<file path="src/dcr_pkg.sv">
`timescale 1ns / 1ps
`default_nettype none

package dcr_pkg;

  localparam int unsigned IN_W      = 32;
  localparam int unsigned RATIO_W   = 27;
  localparam int unsigned COUNT_W   = 11;
  localparam int unsigned FRAC_BITS = 16;

  localparam logic [RATIO_W-1:0] RATIO_MAX = {RATIO_W{1'b1}};
  localparam logic [COUNT_W-1:0] COUNT_MAX = {COUNT_W{1'b1}};

  typedef struct packed {
    logic signed [IN_W-1:0] value;
    logic                   is_last;
  } dcr_in_t;

  typedef struct packed {
    logic [RATIO_W-1:0] ratio_q16;
    logic [COUNT_W-1:0] distinct_count;
    logic [COUNT_W-1:0] item_count;
    logic               overflow;
  } dcr_out_t;

  typedef enum logic [2:0] {
    ST_IDLE,
    ST_CHECK,
    ST_SCAN,
    ST_FIN,
    ST_DIV
  } dcr_state_e;

  typedef struct packed {
    logic load;
    logic scan_start;
    logic scan;
    logic count;
    logic append;
    logic set_ovf;
    logic div_start;
    logic emit;
  } dcr_cmd_t;

  typedef struct packed {
    logic hit;
    logic scan_end;
    logic full;
    logic ovf;
    logic last;
    logic div_done;
  } dcr_status_t;

endpackage

`default_nettype wire

</file>
<file path="src/dcr_ctrl.sv">
`timescale 1ns / 1ps
`default_nettype none

// Sequencer for one item: check limit, scan store, count, divide on last.
module dcr_ctrl (
  input  wire logic                 clk_i,
  input  wire logic                 rst_ni,
  input  wire logic                 start_i,
  input  wire dcr_pkg::dcr_status_t status_i,
  output dcr_pkg::dcr_cmd_t         cmd_o,
  output logic                      busy_o
);

  dcr_pkg::dcr_state_e state_q, state_d;

  always_ff @(posedge clk_i or negedge rst_ni) begin
    if (!rst_ni) begin
      state_q <= dcr_pkg::ST_IDLE;
    end else begin
      state_q <= state_d;
    end
  end

  always_comb begin
    state_d = state_q;
    cmd_o   = '0;
    busy_o  = 1'b1;
    case (state_q)
      dcr_pkg::ST_IDLE: begin
        busy_o = 1'b0;
        if (start_i) begin
          cmd_o.load = 1'b1;
          state_d    = dcr_pkg::ST_CHECK;
        end
      end
      dcr_pkg::ST_CHECK: begin
        if (status_i.ovf) begin
          state_d = dcr_pkg::ST_FIN;
        end else if (status_i.full) begin
          cmd_o.set_ovf = 1'b1;
          state_d       = dcr_pkg::ST_FIN;
        end else begin
          cmd_o.scan_start = 1'b1;
          state_d          = dcr_pkg::ST_SCAN;
        end
      end
      dcr_pkg::ST_SCAN: begin
        if (status_i.hit) begin
          cmd_o.count = 1'b1;
          state_d     = dcr_pkg::ST_FIN;
        end else if (status_i.scan_end) begin
          cmd_o.count  = 1'b1;
          cmd_o.append = 1'b1;
          state_d      = dcr_pkg::ST_FIN;
        end else begin
          cmd_o.scan = 1'b1;
        end
      end
      dcr_pkg::ST_FIN: begin
        if (status_i.last) begin
          cmd_o.div_start = 1'b1;
          state_d         = dcr_pkg::ST_DIV;
        end else begin
          state_d = dcr_pkg::ST_IDLE;
        end
      end
      dcr_pkg::ST_DIV: begin
        if (status_i.div_done) begin
          cmd_o.emit = 1'b1;
          state_d    = dcr_pkg::ST_IDLE;
        end
      end
      default: begin
        state_d = dcr_pkg::ST_IDLE;
      end
    endcase
  end

`ifndef ASSERT_OFF
  a_emit_from_div: assert property (@(posedge clk_i) disable iff (!rst_ni)
    cmd_o.emit |-> (state_q == dcr_pkg::ST_DIV) && status_i.div_done)
    else $error("result emitted outside the divide state");

  a_div_after_last: assert property (@(posedge clk_i) disable iff (!rst_ni)
    cmd_o.div_start |-> status_i.last)
    else $error("divide started on an item that does not end the set");

  a_idle_after_emit: assert property (@(posedge clk_i) disable iff (!rst_ni)
    cmd_o.emit |=> (state_q == dcr_pkg::ST_IDLE))
    else $error("controller not idle after result");
`endif

endmodule

`default_nettype wire

</file>
<file path="config.mk">
export PLATFORM = sky130hd
export DESIGN_NAME = dcr_ctrl
export DESIGN_NICKNAME = d
export VERILOG_FILES = /design/src/dcr_pkg.sv /design/src/dcr_ctrl.sv
export SDC_FILE = /design/constraint.sdc
export NUM_CORES = 1
export LEC_CHECK = 0
export BUFFER_PORTS_ARGS = -buffer_cell sky130_fd_sc_hd__buf_4
export CAP_MARGIN = 20
export CORE_AREA = 2 2 39 41
export CTS_BUF_LIST = sky130_fd_sc_hd__clkbuf_4 sky130_fd_sc_hd__clkbuf_8
export CTS_CLUSTER_DIAMETER = 60
export CTS_CLUSTER_SIZE = 28
export DETAILED_ROUTE_END_ITERATION = 6
export DIE_AREA = 0 0 41 43
export PLACE_DENSITY = 0.43
export SLEW_MARGIN = 5
export SYNTH_ARGS = -nofsm -noshare
export SYNTH_HDL_FRONTEND = slang
export SYNTH_SLANG_ARGS = --single-unit
export TNS_END_PERCENT = 20
</file>
<file path="constraint.sdc">
create_clock -name clk_i -period 1.2 [get_ports clk_i]
set_clock_uncertainty 0.2 [all_clocks]
set_input_delay 0 -clock clk_i [delete_from_list [all_inputs] [get_ports clk_i]]
set_output_delay 0 -clock clk_i [all_outputs]
set_load 0.005 [all_outputs]
</file>
==> flow_results.xml <==
<?xml version="1.0" encoding="UTF-8"?>
<metrics>
  <group name="status">
    <metric name="outcome" unit="">finished, violations left</metric>
    <metric name="violations" unit="">setup timing</metric>
  </group>
  <group name="critical_path">
    <metric name="reg2regPathDepth" unit="">3</metric>
    <metric name="crit_path_max_fanout" unit="">4</metric>
    <metric name="r2r_start" unit="">state_q[0]</metric>
    <metric name="timing.critical_path.to" unit="">cmd_o[3]</metric>
    <metric name="slowest_stage_cell_cp" unit="">sky130_fd_sc_hd__or3b_4</metric>
    <metric name="critical_path.startpoint" unit="">state_q[0]</metric>
    <metric name="path_cells" unit="">or3b_4 -&gt; nor3b_2 -&gt; buf_4</metric>
    <metric name="worstPathRequired" unit="ns">1.00</metric>
    <metric name="critical_path.max_stage_delay" unit="ns">0.43</metric>
    <metric name="critPathKind" unit="">flop to output pin</metric>
    <metric name="rr_endpoint" unit="">state_q[0]</metric>
    <metric name="startpoint_type" unit="">flop</metric>
    <metric name="timing.reg2reg.setup_slack" unit="ns">-0.16</metric>
    <metric name="critPathCaptureType" unit="">output pin</metric>
    <metric name="cp.arrival" unit="ns">1.35</metric>
  </group>
  <group name="final_layout">
    <metric name="largest_register_ff_count" unit="">3</metric>
    <metric name="diodes" unit="">0</metric>
    <metric name="nets_finish" unit="">70</metric>
    <metric name="nFillCells" unit="">131</metric>
    <metric name="areaGrowthSynthToFinish" unit="%">145</metric>
    <metric name="regMostFlops" unit="">state_q</metric>
    <metric name="drive_gt1_share" unit="%">70.0</metric>
    <metric name="layout_top_registers" unit="">state_q: 3 flops</metric>
  </group>
  <group name="yosys">
    <metric name="fraction_of_registers_with_async_set_reset" unit="%">100</metric>
    <metric name="synth_area_leaders" unit="">sky130_fd_sc_hd__dfrtp_1, sky130_fd_sc_hd__nor2_1, sky130_fd_sc_hd__nor3_1, sky130_fd_sc_hd__and4bb_2, sky130_fd_sc_hd__nor3b_2</metric>
    <metric name="synth.cells.most_frequent" unit="">sky130_fd_sc_hd__nor2_1, sky130_fd_sc_hd__dfrtp_1, sky130_fd_sc_hd__nor3_1, sky130_fd_sc_hd__inv_1, sky130_fd_sc_hd__or2_2</metric>
    <metric name="synth_fp_nets" unit="">36</metric>
    <metric name="synthDistinctLibCells" unit="">17</metric>
    <metric name="syn-mean-instance-area" unit="um^2">8.80</metric>
    <metric name="postSynthCellCount" unit="">27</metric>
    <metric name="synth.most_common_cell" unit="">sky130_fd_sc_hd__nor2_1</metric>
    <metric name="ys_seq_elements" unit="">3</metric>
    <metric name="synth-edff-count" unit="">0</metric>
    <metric name="ys_warns" unit="">0</metric>
    <metric name="synth_area_leader_cell" unit="">sky130_fd_sc_hd__dfrtp_1</metric>
    <metric name="synth_sequential_area_ratio" unit="%">31.6</metric>
    <metric name="primary_flip_flop_cell_chosen_by_synthesis_mapping" unit="">sky130_fd_sc_hd__dfrtp_1</metric>
    <metric name="synth.cell_area" unit="um^2">238</metric>
    <metric name="synth_top_cell_area_share" unit="%">31.6</metric>
  </group>
  <group name="timing">
    <metric name="final_hold_viol_count" unit="">0</metric>
    <metric name="final_setup_fails" unit="">11</metric>
    <metric name="fin_worst_hold_slack" unit="ns">0.00104</metric>
    <metric name="finalCritPeriodShare" unit="%">129</metric>
    <metric name="setup_repair_after_global_routing_missed_its_margin" unit="">true</metric>
    <metric name="relSlewSlack" unit="%">72.8</metric>
    <metric name="timing.final.crit_period" unit="ns">1.55</metric>
    <metric name="final-max-slew-violation-count" unit="">0</metric>
    <metric name="layout_setup_ws" unit="ns">-0.350</metric>
    <metric name="worstMarginPinSlew" unit="ns">0.407</metric>
    <metric name="timing.fmax" unit="GHz">0.645</metric>
  </group>
  <group name="power">
    <metric name="worst_voltage_drop_across_the_vdd_grid" unit="mV">1.02</metric>
    <metric name="power_density" unit="mW/mm^2">2050</metric>
    <metric name="cellLeakagePower" unit="nW">0.279</metric>
  </group>
  <group name="die">
    <metric name="io_pins" unit="">18</metric>
    <metric name="die_h" unit="um">43</metric>
    <metric name="initial_utilization" unit="%">17.2</metric>
    <metric name="dieWidth" unit="um">41</metric>
    <metric name="fp-row-count" unit="">14</metric>
    <metric name="core_area" unit="mm^2">0.00138</metric>
    <metric name="floorplan.die_area" unit="mm^2">0.00176</metric>
  </group>
  <group name="global_route">
    <metric name="grt.total_usage" unit="%">9.38</metric>
    <metric name="globalRouteOverflowTotal" unit="">0</metric>
    <metric name="grt_first_pass_wirelength" unit="mm">1.06</metric>
    <metric name="grt_start_max_net_pins" unit="">6</metric>
    <metric name="vias_in_the_first_global_route" unit="">279</metric>
    <metric name="antenna_found_initial" unit="">0</metric>
  </group>
  <group name="detailed_routing">
    <metric name="drt-initial-drc-count" unit="">5</metric>
    <metric name="avgRoutedWirePerCell" unit="um">9.88</metric>
    <metric name="finalWirelength" unit="um">751</metric>
    <metric name="dr_drc_count" unit="">0</metric>
    <metric name="vias_per_cell" unit="">4.09</metric>
    <metric name="detailedRoute.firstPassIterationCount" unit="">2</metric>
    <metric name="routed-via-count" unit="">311</metric>
    <metric name="antenna_violating_nets_post_route" unit="">0</metric>
  </group>
  <group name="clocking">
    <metric name="clockRootBuffer" unit="">sky130_fd_sc_hd__clkbuf_4</metric>
    <metric name="clk-insertion-delay-late" unit="ns">0.23</metric>
    <metric name="number_of_clock_sinks_seen_by_cts" unit="">3</metric>
    <metric name="clock_tree_from_tritoncts" unit="">built</metric>
    <metric name="clock_tree.htree_level_count" unit="">1</metric>
    <metric name="holdBufCountCts" unit="">6</metric>
    <metric name="clock_pin_transition_on_the_worst_setup_and_hold_timing_paths" unit="ns">0.04</metric>
    <metric name="cts-buffers-inserted" unit="">3</metric>
    <metric name="clock_tree.buffer_depth" unit="">2</metric>
  </group>
  <group name="placed_design">
    <metric name="port_buffers" unit="">17</metric>
    <metric name="dp_hpwl" unit="um">522</metric>
    <metric name="finalWeightedCongestion" unit="">0.633</metric>
    <metric name="pre_cts_ws" unit="ns">-0.123</metric>
  </group>
  <group name="job">
    <metric name="cap_viol_max_count" unit="">0</metric>
  </group>
  <group name="worst_hold_path">
    <metric name="timing.hold.worst.start" unit="">status_i[1]</metric>
    <metric name="hold_path.class" unit="">primary input to flop</metric>
  </group>
</metrics>
==> worst min-delay path by stage <==
stage | cells after the start | end | slack [ns]
finish | 3 | state_q[2] | 0.001
floorplan | 0 | state_q[0] | -0.50
CTS | 3 | state_q[2] | -0.005
detailed placement | 1 | state_q[2] | -0.41
global placement | 1 | state_q[1] | -0.41
global route | 3 | state_q[2] | -0.008
==> layer usage <==
metal / routed length [um] / up-vias / part of all wire, % / global-route usage [%]
li1: - / 158 / - / -
met1: 287 / 146 / 38 / 9.45
met2: 429 / 5 / 57 / 13.4
met3: 26 / 2 / 3.5 / 6.28
met4: 8 / 0 / 1.1 / 6.00
met5: 0 / - / 0 / 0
==> report_power, final <==
| group | switching [mW] | leakage, nW | internal [mW] | total, mW |
|---|---|---|---|---|
| Sequential | 0.0497 | 0.0375 | 0.149 | 0.199 |
| Clock | 0.0519 | 0.0184 | 0.147 | 0.199 |
| Combinational | 0.282 | 0.223 | 0.510 | 0.792 |
| Total | 0.383 | 0.279 | 0.807 | 1.19 |
==> area by class of cell <==
type | instances | area (um^2) | share of cell area, %
Multi-Input combinational cell | 20 | 194 | 33.3
Tap cell | 16 | 20.0 | 3.44
Clock buffer | 4 | 30.0 | 5.16
Sequential cell | 3 | 75.1 | 12.9
Timing Repair Buffer | 31 | 255 | 43.9
Inverter | 2 | 7.51 | 1.29
==> layout by cell type, fill, tap and decap left out, drive strengths merged <==
cell type	n
and4b	1
and4bb	1
buf	25
clkbuf	4
dfrtp	3
dlygate4sd3	6
inv	2
nor2	5
nor3	3
nor3b	2
nor4b	1
o32ai	1
or2	2
or2b	1
or3	1
or3b	1
xnor2	1
==> critical path, delay by kind of cell, from the launching register on <==
kind          cells  cell delay, ns
simple gates      2            0.59
buf+inv           1            0.13
flops             1            0.40
==> kinds of logic (layout without fill, tap and decap cells) <==
group,count (synthesis),in the layout,share of synthesized area [%]
AOI/OAI and AO/OA,1,1,3.68
xor gates and xnor gates,1,1,3.68
buffers and inverters,4,37,8.42
DFF,3,3,31.6
and+or+nand+nor,18,18,52.6
==> through the flow <==
step	total power [mW]	instances	setup TNS [ns]	utilization, %	area (um^2)
floorplan	0.530	27	-0.274	-	256
global placement	0.798	64	-0.734	30.9	428
detailed placement	0.787	64	-0.758	30.9	428
CTS	1.13	76	-2.75	40.3	558
global route	1.27	76	-3.25	42.0	582
finish	1.19	76	-2.61	42.0	582
==> what timing repair did <==
action                                  CTS  global route
hold endpoints to repair                  5             1
pin swaps                                 1             1
endpoints found under the setup margin   11            12
setup buffers                             2             0
resized for setup                         6             4
(Power assumes the default switching activity.)
